`src/rtl/core/c2s_pkg.sv`:
```
// Shared constants, types and a helper function of the cartesian to spherical converter.
package c2s_pkg;

  localparam int COORD_BITS    = 32;
  localparam int ANGLE_BITS    = 16;
  localparam int CORDIC_STAGES = 18;

  // Guard bits below the coordinates inside the CORDIC datapath
  localparam int GUARD = 60 - COORD_BITS;

  localparam int SQ_W        = 2 * COORD_BITS;
  localparam int SQ_ROOT_W   = COORD_BITS + GUARD;
  localparam int SQ_RAD_W    = 2 * SQ_ROOT_W;
  localparam int SQ_REM_W    = SQ_ROOT_W + 2;
  localparam int SQ_ACC_W    = SQ_REM_W + 2;
  localparam int SQ_STEPS    = SQ_ROOT_W;

  localparam int CD_W        = 64;
  localparam int CD_STEPS    = (CORDIC_STAGES > 32) ? 32 : CORDIC_STAGES;
  localparam int ACC_W       = 32;
  localparam int STAGE_IDX_W = 5;

  localparam int FRONT_STAGES = 3;
  localparam int SIDE_DEPTH   = SQ_STEPS + CD_STEPS;
  localparam int PIPE_STAGES  = FRONT_STAGES + SIDE_DEPTH + 1;

  localparam int LAT_LIMIT = 2 ** (ANGLE_BITS - 2);

  localparam logic [ACC_W-1:0] QUARTER_TURN       = 32'h4000_0000;
  localparam logic [ACC_W-1:0] HALF_TURN          = 32'h8000_0000;
  localparam logic [ACC_W-1:0] THREE_QUARTER_TURN = 32'hC000_0000;

  localparam int RND_POS = (ANGLE_BITS < ACC_W) ? ACC_W - ANGLE_BITS - 1 : 0;
  localparam logic [ACC_W-1:0] ANGLE_RND =
      (ANGLE_BITS < ACC_W) ? (ACC_W'(1) << RND_POS) : '0;

  // atan(2^-i) in units of 2^32 per turn
  localparam logic [ACC_W-1:0] ATAN_TABLE [32] = '{
    32'h20000000, 32'h12E4051E, 32'h09FB385B, 32'h051111D4, 32'h028B0D43,
    32'h0145D7E1, 32'h00A2F61E, 32'h00517C55, 32'h0028BE53, 32'h00145F2F,
    32'h000A2F98, 32'h000517CC, 32'h00028BE6, 32'h000145F3, 32'h0000A2FA,
    32'h0000517D, 32'h000028BE, 32'h0000145F, 32'h00000A30, 32'h00000518,
    32'h0000028C, 32'h00000146, 32'h000000A3, 32'h00000051, 32'h00000029,
    32'h00000014, 32'h0000000A, 32'h00000005, 32'h00000003, 32'h00000001,
    32'h00000001, 32'h00000000
  };

  typedef struct packed {
    logic [SQ_RAD_W-1:0]  rad;
    logic [SQ_ROOT_W-1:0] root;
    logic [SQ_REM_W-1:0]  rem;
  } sq_lane_t;

  typedef struct packed {
    logic signed [CD_W-1:0] x;
    logic signed [CD_W-1:0] y;
    logic [ACC_W-1:0]       ang;
  } cd_lane_t;

  typedef struct packed {
    logic [COORD_BITS-1:0]        ax;
    logic [COORD_BITS-1:0]        az;
    logic signed [COORD_BITS-1:0] sy;
    logic                         sx_neg;
    logic                         sy_neg;
    logic                         sz_neg;
    logic                         ax_zero;
    logic                         ay_zero;
    logic                         az_zero;
    logic                         sxy_zero;
    logic                         sum_zero;
    logic [COORD_BITS-1:0]        length;
  } side_t;

  typedef struct packed {
    logic [SQ_W-1:0] sum;
    logic [SQ_W-1:0] sxy;
    side_t           side;
  } front_t;

  typedef struct packed {
    logic [COORD_BITS-1:0]        length;
    logic signed [ANGLE_BITS-1:0] latitude;
    logic [ANGLE_BITS-1:0]        longitude;
    logic                         zero_vector;
  } result_t;

  // Round a full-turn accumulator to the output angle width
  function automatic logic [ANGLE_BITS-1:0] to_angle(input logic [ACC_W-1:0] acc);
    logic [ACC_W-1:0] sum;
    sum = acc + ANGLE_RND;
    return sum[ACC_W-1 -: ANGLE_BITS];
  endfunction

endpackage

```
`src/rtl/core/c2s_sqrt_cell.sv`:
```
// One square-root cell: settles one root bit from the next two radicand bits.
module c2s_sqrt_cell import c2s_pkg::*; (
  input  logic     clk_i,
  input  logic     en_i,
  input  sq_lane_t lane_i,
  output sq_lane_t lane_o
);

  logic [SQ_ACC_W-1:0] acc;
  logic [SQ_ACC_W-1:0] trial;
  logic [SQ_ACC_W:0]   diff;
  logic                take;
  sq_lane_t            lane_d, lane_q;

  always_comb begin
    acc   = {lane_i.rem, lane_i.rad[SQ_RAD_W-1 -: 2]};
    trial = SQ_ACC_W'({lane_i.root, 2'b01});
    diff  = {1'b0, acc} - {1'b0, trial};
    take  = !diff[SQ_ACC_W];
    lane_d.rad  = lane_i.rad << 2;
    lane_d.root = {lane_i.root[SQ_ROOT_W-2:0], take};
    lane_d.rem  = take ? diff[SQ_REM_W-1:0] : acc[SQ_REM_W-1:0];
  end

  always_ff @(posedge clk_i) begin
    if (en_i) begin
      lane_q <= lane_d;
    end
  end

  assign lane_o = lane_q;

endmodule

```
`config.mk`:
```
export PLATFORM = sky130hd
export DESIGN_NAME = c2s_sqrt_cell
export DESIGN_NICKNAME = d
export VERILOG_FILES = /design/src/rtl/core/c2s_pkg.sv /design/src/rtl/core/c2s_sqrt_cell.sv
export SDC_FILE = /design/constraint.sdc
export NUM_CORES = 1
export LEC_CHECK = 0
export ABC_AREA = 0
export BUFFER_PORTS_ARGS = -buffer_cell sky130_fd_sc_hd__clkbuf_2
export CORE_AREA = 3 3 185 187
export CTS_CLUSTER_SIZE = 10
export DETAILED_ROUTE_END_ITERATION = 10
export DIE_AREA = 0 0 188 190
export PLACE_DENSITY = 0.61
export SLEW_MARGIN = 20
export SYNTH_ARGS = -nofsm -noshare
export SYNTH_HDL_FRONTEND = slang
export SYNTH_SLANG_ARGS = --single-unit
```
`constraint.sdc`:
```
create_clock -name clk_i -period 4.5 [get_ports clk_i]
set_input_delay 0.9 -clock clk_i [delete_from_list [all_inputs] [get_ports clk_i]]
set_output_delay 0.9 -clock clk_i [all_outputs]
set_load 0.005 [all_outputs]
```
==> Implementation_results.wiki <==
{| class="wikitable"
! Metric !! Value
|-
| Pre-Repair DR Iteration Count || 5
|-
| Initial drt markers || 566
|-
| Share of power burned in registers || 46.1%
|-
| TritonCTS clock tree || yes
|-
| Met3 layer wire length in the routed design || 3299 um
|-
| Setup repair after global routing missed its margin || no
|-
| Power share of the clock group || about a third
|-
| Die footprint || between 0.03 and 0.04 mm2
|-
| Critical path, cell by cell || clkbuf_2 > inv_1 > ha_1 > o211ai_1 > a21oi_2 > o41ai_2 > a211oi_1 > o211a_1 > nor3_1 > o41a_1 > o41ai_1 > xor2_1 > mux2_1
|-
| GRT Residual Overflow || 0
|-
| Hold buffer count at CTS || 0
|-
| Leak pwr || 7.012 nW
|-
| Int Power || roughly 4.4 mW
|-
| Buffer levels on the longest clock path || 3
|-
| IO Count || between 400 and 500
|-
| Tightest Hold Check Type || input pin to flip-flop
|-
| Highest clock rate || 0.2729 GHz
|-
| Data arrival at the endpoint of the critical path || roughly 4000 ps
|-
| Relative max-transition margin || 42.11%
|-
| Switching power || ~1.6 mW
|-
| Syn_area_per_cell || about 13 um2
|-
| Clock slew seen by the registers of the worst setup and hold paths || ~60 ps
|-
| Area of placed instances || about 0.015 mm2
|-
| Detail Placement HPWL || between 30,000 and 40,000 um
|-
| IR Drop Worst-Case VDD || between 200 and 300 uV
|-
| Maximum single-stage delay on the critical path || roughly 500 ps
|-
| Kind of start point of the critical path || input pin
|-
| Most common cell after layout, fill and taps aside || clkbuf_2
|-
| Commonest cells after routing, fill and taps aside || clkbuf_2, edfxtp_1, inv_1, a21oi_1, nor2_1
|-
| Max_cap viols || 0
|-
| Placer Congestion || between 0.8 and 0.9
|-
| Part of the total power dissipated in combinational logic || about a fifth
|-
| Via-per-instance ratio || slightly below 5
|-
| Slew at the pin closest to its max-slew limit || between 800 and 900 ps
|-
| Layout cell share with drive strength beyond 1 || between 40% and 50%
|-
| Critical setup path kind || input pin to flip-flop
|-
| Net count reported at finish || approximately 1,800
|-
| Max stage delay cell, worst path || o41ai_2
|-
| Met1 wire length || roughly 14,000 um
|-
| Register bit count reported by yosys || 240
|-
| Y dimension of the die || ~190 um
|-
| Wire length of the first global-routing pass || 55,470 um
|-
| Uppermost routed layer || met5
|-
| Sequential fraction of the synthesis area || between 60 and 70%
|-
| Number of setup violations in the final report || 0
|-
| Final Cycle Share || about four fifths
|-
| Wire length reported by the detailed router || about 38,000 um
|-
| Port Buf Inserts || 483
|-
| Antenna violations before repair || 7
|-
| Average detailed-routed wire length per instance || 20.01 um
|-
| Flip-flop count of the largest register after layout || between 200 and 250
|-
| Layout Cells excl Fill || between 1,500 and 2,000
|-
| Final std cell area, no fill || about 0.016 mm2
|-
| Shortest clock period the worst path allows after layout || approximately 3700 ps
|-
| Post_cts resized || 0
|-
| Worst path top cell family by delay || compound AO/OA/AOI/OAI gates
|-
| Inst Count DP || between 1,500 and 2,000
|-
| Width of the die || around 190 um
|-
| Amount of wire on met2 after detailed routing || about 19,000 um
|-
| Final hold viol count || 0
|-
| PD cells || about 390 mW/mm2
|-
| Post-placement worst setup slack || roughly 290 ps
|-
| Final WS setup || ~840 ps
|-
| Initial Util || between 30% and 40%
|-
| Result of the run || finished clean
|-
| Global-route usage over all layers || approximately 20%
|-
| Number of flops mapped to enable cells by yosys || 240
|-
| Buf/Inv on CP || 2
|-
| Post-synth cell types || 67
|-
| Final routed DRC violation total || 0
|-
| Post-Syn Area || between 0.01 and 0.015 mm2
|-
| Critical path capture point type || flip-flop
|-
| Post-synth top flop || edfxtp_1
|-
| Row cnt || 66
|-
| Syn. warnings || 0
|-
| Number of sinks handled by clock tree synthesis || 240
|-
| Via Count || roughly 9,300
|-
| Cell count after synthesis || approximately 950
|-
| Final setup TNS || 0 ps
|-
| Routed Antenna Nets || 0
|-
| Total CTS buffers || 29
|-
| Net Sw Frac || 27.06%
|-
| Largest fanout of any net on the critical path || 5
|-
| Number of H-tree levels || 1
|-
| Layout-stage area growth over the synthesis result || 30.71%
|-
| Async S/R FF share, synth || 0%
|-
| Maximum number of pins on one net before global-route repair || 100
|-
| Total count of max-transition violations in the final report || 0
|-
| Via count of the first global-routing pass || between 9,000 and 10,000
|-
| Final design utilization || a little under half
|-
| Data required time of the critical path || 4830 ps
|-
| Setup Buffers After CTS || 0
|-
| Floorplan Core Area || ~0.033 mm2
|-
| Root buffer selected by CTS || clkbuf_16
|}
==> worst paths after layout <==
path,cells after the start,endpoint,startpoint
worst min-delay path,1,lane_o[239],lane_i[237]
worst max-delay path,13,lane_o[58],lane_i[63]
==> metrics by stage <==
step	hold slack (ps)	power [mW]
2_1_floorplan	998.9	3.497
3_3_place_gp	1078	4.087
3_5_place_dp	1079	4.098
4_1_cts	480.6	6.181
5_1_grt	489.0	6.380
6_report	516.2	6.086
==> cell families after synthesis <==
logic type | count (synthesis) | synth area share, %
compound gates | 257 | 14.64
xor+xnor | 59 | 4.327
fa+ha+maj | 61 | 6.391
buf+inv | 122 | 4.935
flops | 240 | 60.35
mux | 13 | 1.341
other cells | 1 | 0.03140
simple gates | 201 | 7.994
==> layout make-up <==
class                           count  area [um2]
Clock buffer                       33       740.7
Sequential cell                   240        7207
Antenna cell                        1       2.502
Fill cell                        3029       17010
Tap cell                          442       553.0
Timing Repair Buffer              498        2590
Inverter                           85       319.1
Clock inverter                      7       47.55
Multi-Input combinational cell    593        4150
==> power by group through the flow <==
stage          Clock [mW]  Combinational (mW)  Sequential [mW]
2_1_floorplan           0               0.619             2.88
3_3_place_gp            0                1.24             2.85
3_5_place_dp            0                1.25             2.85
4_1_cts              2.12                1.25             2.81
5_1_grt              2.20                1.36             2.83
6_report             2.04                1.24             2.81
==> per-layer routing <==
| metal | up-vias | track usage [%] |
|---|---|---|
| li1 | 4485 | - |
| met1 | 4407 | 22.86 |
| met2 | 366 | 36.23 |
| met3 | 75 | 6.523 |
| met4 | 12 | 6.320 |
| met5 | - | 0 |
==> Yosys cell counts (all sizes together), types with 4 or more instances <==
cell / n / area [um2]
a21o: 29 / 217.7
a21oi: 124 / 782.0
a221oi: 4 / 35.03
a31oi: 9 / 68.81
and3: 4 / 25.02
buf: 20 / 206.5
clkbuf: 17 / 63.81
edfxtp: 240 / 7207
ha: 61 / 763.2
inv: 85 / 319.1
mux2: 12 / 150.2
nand2: 49 / 183.9
nand2b: 6 / 37.54
nand3: 11 / 55.05
nand4: 21 / 131.4
nor2: 86 / 372.9
nor2b: 5 / 31.28
nor3: 9 / 45.04
o211ai: 4 / 30.03
o21a: 8 / 61.31
o21ai: 42 / 225.2
o21bai: 14 / 105.1
xnor2: 39 / 341.6
xor2: 20 / 175.2
(Power assumes the default switching activity.)
