**src/rtl/core/c2s_pkg.sv**
```systemverilog
// Shared constants, types and a helper function of the cartesian to spherical converter.
package c2s_pkg;

  localparam int COORD_BITS    = 32;
  localparam int ANGLE_BITS    = 16;
  localparam int CORDIC_STAGES = 18;

  // Guard bits below the coordinates inside the CORDIC datapath
  localparam int GUARD = 60 - COORD_BITS;

  localparam int SQ_W        = 2 * COORD_BITS;
  localparam int SQ_ROOT_W   = COORD_BITS + GUARD;
  localparam int SQ_RAD_W    = 2 * SQ_ROOT_W;
  localparam int SQ_REM_W    = SQ_ROOT_W + 2;
  localparam int SQ_ACC_W    = SQ_REM_W + 2;
  localparam int SQ_STEPS    = SQ_ROOT_W;

  localparam int CD_W        = 64;
  localparam int CD_STEPS    = (CORDIC_STAGES > 32) ? 32 : CORDIC_STAGES;
  localparam int ACC_W       = 32;
  localparam int STAGE_IDX_W = 5;

  localparam int FRONT_STAGES = 3;
  localparam int SIDE_DEPTH   = SQ_STEPS + CD_STEPS;
  localparam int PIPE_STAGES  = FRONT_STAGES + SIDE_DEPTH + 1;

  localparam int LAT_LIMIT = 2 ** (ANGLE_BITS - 2);

  localparam logic [ACC_W-1:0] QUARTER_TURN       = 32'h4000_0000;
  localparam logic [ACC_W-1:0] HALF_TURN          = 32'h8000_0000;
  localparam logic [ACC_W-1:0] THREE_QUARTER_TURN = 32'hC000_0000;

  localparam int RND_POS = (ANGLE_BITS < ACC_W) ? ACC_W - ANGLE_BITS - 1 : 0;
  localparam logic [ACC_W-1:0] ANGLE_RND =
      (ANGLE_BITS < ACC_W) ? (ACC_W'(1) << RND_POS) : '0;

  // atan(2^-i) in units of 2^32 per turn
  localparam logic [ACC_W-1:0] ATAN_TABLE [32] = '{
    32'h20000000, 32'h12E4051E, 32'h09FB385B, 32'h051111D4, 32'h028B0D43,
    32'h0145D7E1, 32'h00A2F61E, 32'h00517C55, 32'h0028BE53, 32'h00145F2F,
    32'h000A2F98, 32'h000517CC, 32'h00028BE6, 32'h000145F3, 32'h0000A2FA,
    32'h0000517D, 32'h000028BE, 32'h0000145F, 32'h00000A30, 32'h00000518,
    32'h0000028C, 32'h00000146, 32'h000000A3, 32'h00000051, 32'h00000029,
    32'h00000014, 32'h0000000A, 32'h00000005, 32'h00000003, 32'h00000001,
    32'h00000001, 32'h00000000
  };

  typedef struct packed {
    logic [SQ_RAD_W-1:0]  rad;
    logic [SQ_ROOT_W-1:0] root;
    logic [SQ_REM_W-1:0]  rem;
  } sq_lane_t;

  typedef struct packed {
    logic signed [CD_W-1:0] x;
    logic signed [CD_W-1:0] y;
    logic [ACC_W-1:0]       ang;
  } cd_lane_t;

  typedef struct packed {
    logic [COORD_BITS-1:0]        ax;
    logic [COORD_BITS-1:0]        az;
    logic signed [COORD_BITS-1:0] sy;
    logic                         sx_neg;
    logic                         sy_neg;
    logic                         sz_neg;
    logic                         ax_zero;
    logic                         ay_zero;
    logic                         az_zero;
    logic                         sxy_zero;
    logic                         sum_zero;
    logic [COORD_BITS-1:0]        length;
  } side_t;

  typedef struct packed {
    logic [SQ_W-1:0] sum;
    logic [SQ_W-1:0] sxy;
    side_t           side;
  } front_t;

  typedef struct packed {
    logic [COORD_BITS-1:0]        length;
    logic signed [ANGLE_BITS-1:0] latitude;
    logic [ANGLE_BITS-1:0]        longitude;
    logic                         zero_vector;
  } result_t;

  // Round a full-turn accumulator to the output angle width
  function automatic logic [ANGLE_BITS-1:0] to_angle(input logic [ACC_W-1:0] acc);
    logic [ACC_W-1:0] sum;
    sum = acc + ANGLE_RND;
    return sum[ACC_W-1 -: ANGLE_BITS];
  endfunction

endpackage

```
**src/rtl/core/c2s_cordic_cell.sv**
```systemverilog
// One CORDIC vectoring cell: rotates toward the x axis by atan(2^-step).
module c2s_cordic_cell import c2s_pkg::*; (
  input  logic                   clk_i,
  input  logic                   en_i,
  input  logic [STAGE_IDX_W-1:0] step_i,
  input  cd_lane_t               lane_i,
  output cd_lane_t               lane_o
);

  logic signed [CD_W-1:0] x, y, dx, dy;
  cd_lane_t               lane_d, lane_q;

  always_comb begin
    x  = lane_i.x;
    y  = lane_i.y;
    dx = y >>> step_i;
    dy = x >>> step_i;
    if (!y[CD_W-1]) begin
      lane_d.x   = x + dx;
      lane_d.y   = y - dy;
      lane_d.ang = lane_i.ang + ATAN_TABLE[step_i];
    end else begin
      lane_d.x   = x - dx;
      lane_d.y   = y + dy;
      lane_d.ang = lane_i.ang - ATAN_TABLE[step_i];
    end
  end

  always_ff @(posedge clk_i) begin
    if (en_i) begin
      lane_q <= lane_d;
    end
  end

  assign lane_o = lane_q;

endmodule

```
**config.mk**
```make
export PLATFORM = sky130hd
export DESIGN_NAME = c2s_cordic_cell
export DESIGN_NICKNAME = d
export VERILOG_FILES = /design/src/rtl/core/c2s_pkg.sv /design/src/rtl/core/c2s_cordic_cell.sv
export SDC_FILE = /design/constraint.sdc
export NUM_CORES = 1
export LEC_CHECK = 0
export BUFFER_PORTS_ARGS = -buffer_cell sky130_fd_sc_hd__buf_2
export CELL_PAD_IN_SITES_DETAIL_PLACEMENT = 1
export CELL_PAD_IN_SITES_GLOBAL_PLACEMENT = 2
export CORE_UTILIZATION = 41
export DETAILED_ROUTE_END_ITERATION = 8
export GPL_TIMING_DRIVEN = 0
export PLACE_DENSITY = 0.95
export SYNTH_ARGS = -nofsm -noshare
export SYNTH_HDL_FRONTEND = slang
export SYNTH_SLANG_ARGS = --single-unit
```
**constraint.sdc**
```tcl
create_clock -name clk_i -period 11.81 [get_ports clk_i]
set_clock_uncertainty 0.1 [all_clocks]
set_input_delay 1.181 -clock clk_i [delete_from_list [all_inputs] [get_ports clk_i]]
set_output_delay 1.181 -clock clk_i [all_outputs]
set_load 0.05 [all_outputs]
```
==> impl_metrics.py <==
metrics = {
    "sta": {
        "hold_viol_final": 0,
        "drv_slew": 22,
        "rsz0062_at_grt": "no",
        "max_freq_ghz": 0.0825,
        "post-route-period-util_pct": 103,
        "slew_headroom_pct": -8.04,
        "worst_slack_ns": -0.311,
        "finalSetupTns_ns": -0.760,
        "finalHoldWorstSlack_ns": 0.946,
        "setup_viol": 5,
        "min_period_ns": 12.12,
        "tightest_slew_ns": 1.62,
    },
    "logic_synthesis": {
        "seq_area_frac_synth_pct": 17.3,
        "yosys-top-cells-area": "edfxtp_1 (17%), mux4_2 (13%), ha_1 (8.0%), xnor2_1 (6.0%), mux2i_1 (4.9%)",
        "synth_top_area_cell": "edfxtp_1",
        "syn_nets": 3463,
        "yosys_warnings": 0,
        "ys.flop_type": "edfxtp_1",
        "yosys.area.top_type_share_pct": 17.3,
        "synth_edf_count": 160,
        "ys_seq_elements": 160,
        "synthesis.area_sq_um": 27800,
        "synthArstFlopShare_pct": 0,
        "syn_area_per_cell_sq_um": 8.94,
        "yosysUniqueCellTypes": 102,
        "synthCells": 3115,
    },
    "floorplan": {
        "io_pins": 327,
        "die_w_um": 263,
        "core-area_sq_um": 67200,
        "rows": 95,
        "initial_core_util_pct": 41.4,
        "fp.dieH_um": 263,
        "dieArea_sq_um": 68900,
    },
    "drt": {
        "drt_wl_total_mm": 162,
        "initialDrtViolationCount": 4300,
        "avgViaCountPerCell": 7.10,
        "firstDrtPassIters": 6,
        "vias": 30842,
        "detail-route-antenna-nets": 0,
        "wl_per_cell_um": 37.3,
        "drcViolationCount": 0,
    },
    "status": {
        "violations": "max-capacitance violations, max-slew violations, negative setup slack",
        "status": "complete, but fails checks",
    },
    "place": {
        "place_area_sq_um": 30600,
        "gp_congestion": 1.10,
        "dp_cells": 4311,
        "dp_hpwl_mm": 127,
        "portBuffers": 322,
    },
    "cts": {
        "htree_levels": 4,
        "ctsRootBufferMaster": "clkbuf_16",
        "numClockSinks": 160,
        "clockBufferDepth": 2,
        "numCtsBuffers": 17,
        "path_clk_slew_ns": 0.08,
        "cts_tree": "done",
    },
    "global_route": {
        "antenna_found_initial": 16,
        "grt_max_degree": 82,
        "grt_use_total_pct": 45.8,
        "grt_pass1_wl_mm": 226,
        "globalRouteOverflowTotal": 0,
        "grt_pass1_vias": 30598,
    },
    "critical_path": {
        "endpoint_kind": "register",
        "path_class": "in -> reg",
        "critical_path_required_ns": 11.98,
        "cp_common_cell": "buf_2",
        "critPathSlowestCell": "a221oi_1",
        "crit_path_start_kind": "primary input",
        "crit_arrival_ns": 12.29,
        "crit_start": "step_i[1]",
        "slowest_delay_ns": 1.16,
        "cp_max_fo": 11,
    },
    "pwr": {
        "vdd_drop_max_uv": 114,
        "powerDensity_nw_per_um2": 148,
        "p_leak_uw": 0.0127,
    },
    "final_layout": {
        "postLayoutCellArea_sq_um": 31200,
        "largest_reg_flops": 160,
        "drive_gt1_share_pct": 20.8,
        "syn_to_final_growth_pct": 12.0,
        "fin_cells": 4347,
        "fillers": 8056,
        "nNetsFinal": 3804,
        "post-route-util_pct": 46.4,
    },
    "worst_hold_path": {
        "hp-class": "in -> reg",
        "hp-start": "lane_i[32]",
    },
    "job": {
        "timing.max_cap.violations": 4,
    },
}
[layout by cell type, fill, tap and decap left out, types with 25 or more instances in the layout]
cell type	Yosys	layout
buf_2	52	375
nand2_1	280	280
nor2_1	263	263
a21oi_1	251	251
xnor2_1	190	190
o21ai_0	181	181
ha_1	178	178
edfxtp_1	160	160
mux4_2	159	159
mux2i_1	137	137
a21o_1	99	99
xor2_1	97	97
clkbuf_1	79	78
inv_1	66	66
nor3_1	62	62
mux2_2	56	56
a31oi_1	54	54
nand3_1	44	44
o22ai_1	41	41
a211oi_1	40	40
o21a_1	38	38
nand4_1	38	38
nor2b_1	37	37
nand2b_1	31	31
mux4_1	31	31
and3_1	27	27
buf_1	30	26
o21bai_1	25	25
[worst max-delay path: cells and delay by family]
kind | cells | cell delay [ns]
AOI/OAI and AO/OA | 11 | 3.85
and+or+nand+nor | 5 | 1.98
xor gates and xnor gates | 2 | 0.50
adders and majority gates | 2 | 0.70
buffers and inverters | 9 | 3.98
[timing repair]
item	in CTS	in global routing
gates resized for setup	0	2
hold buffers	0	0
endpoints found under the setup margin	0	5
setup buffers	0	0
hold endpoints to repair	0	0
[where the power goes]
group / switching, uW / leakage [uW] / internal (uW) / total, uW
registers: 42.2 / 0.00157 / 870 / 913
clock network: 313 / 0.000286 / 317 / 630
logic: 2140 / 0.0109 / 935 / 3070
[kinds of logic (layout without fill, tap and decap cells)]
kind of cell / after synthesis / count (layout) / share of synthesized area (%)
compound gates: 928 / 928 / 21.7
simple gates: 906 / 906 / 15.8
other cells: 0 / 5 / 0
buf+inv: 267 / 621 / 4.84
fa+ha+maj: 181 / 181 / 8.22
xor+xnor: 287 / 287 / 9.03
mux: 386 / 386 / 23.1
flops: 160 / 160 / 17.3
[cell type report]
cell class | count | area [sq um] | area share (%)
Tap cell | 873 | 1090 | 3.50
Timing Repair Buffer | 323 | 1650 | 5.28
Sequential cell | 160 | 4800 | 15.4
Clock buffer | 17 | 425 | 1.36
Buffer | 196 | 1090 | 3.48
Inverter | 70 | 263 | 0.843
Multi-Input combinational cell | 2688 | 21700 | 69.5
Antenna cell | 5 | 12.5 | 0.0401
Clock inverter | 15 | 169 | 0.542
[stage by stage]
step           setup slack [ns]  power [uW]
6_report                 -0.311        4620
5_1_grt                  0.0486        4770
4_1_cts                  0.0714        4540
3_5_place_dp             -0.488        3890
3_3_place_gp             -0.527        3840
2_1_floorplan              3.39        3000
[metal layers]
layer  vias to the layer above  global-route usage, %  part of all wire [%]
li1                      12661                      -                     -
met1                     15453                   59.7                    40
met2                      2225                   67.1                    42
met3                       491                   16.3                    13
met4                        12                   22.0                   5.2
met5                         -                      0                 0.049
[cell usage after synthesis (10+ instances only)]
| library cell | instances |
|---|---|
| buf_6 | 10 |
| mux4_2 | 159 |
| xnor2_1 | 190 |
| a41oi_1 | 12 |
| nand2_1 | 280 |
| mux2_2 | 56 |
| and4_1 | 12 |
| nor3b_1 | 13 |
| nand3_1 | 44 |
| a22oi_1 | 10 |
| nor2_1 | 263 |
| a31oi_1 | 54 |
| buf_4 | 16 |
| o31ai_1 | 11 |
| o21a_1 | 38 |
| a211oi_1 | 40 |
| a21oi_1 | 251 |
| a221oi_1 | 16 |
| ha_1 | 178 |
| buf_1 | 30 |
| or2_2 | 15 |
| edfxtp_1 | 160 |
| o31a_1 | 12 |
| nand2b_1 | 31 |
| or3_1 | 18 |
| and3_1 | 27 |
| nor3_1 | 62 |
| clkbuf_1 | 79 |
| nor2b_1 | 37 |
| xor2_1 | 97 |
| nand4_1 | 38 |
| a21boi_0 | 15 |
| o21bai_1 | 25 |
| mux2i_1 | 137 |
| a21o_1 | 99 |
| buf_2 | 52 |
| and2_1 | 24 |
| o211ai_1 | 16 |
| o21ai_0 | 181 |
| inv_1 | 66 |
| o22ai_1 | 41 |
| mux4_1 | 31 |
[worst paths after layout]
check,end,slack (ns),cells past startpoint
max,lane_o[159]$_DFFE_PP_,-0.31,29
min,lane_o[32]$_DFFE_PP_,0.95,2
Note: power is estimated with default switching activity, not from simulation.
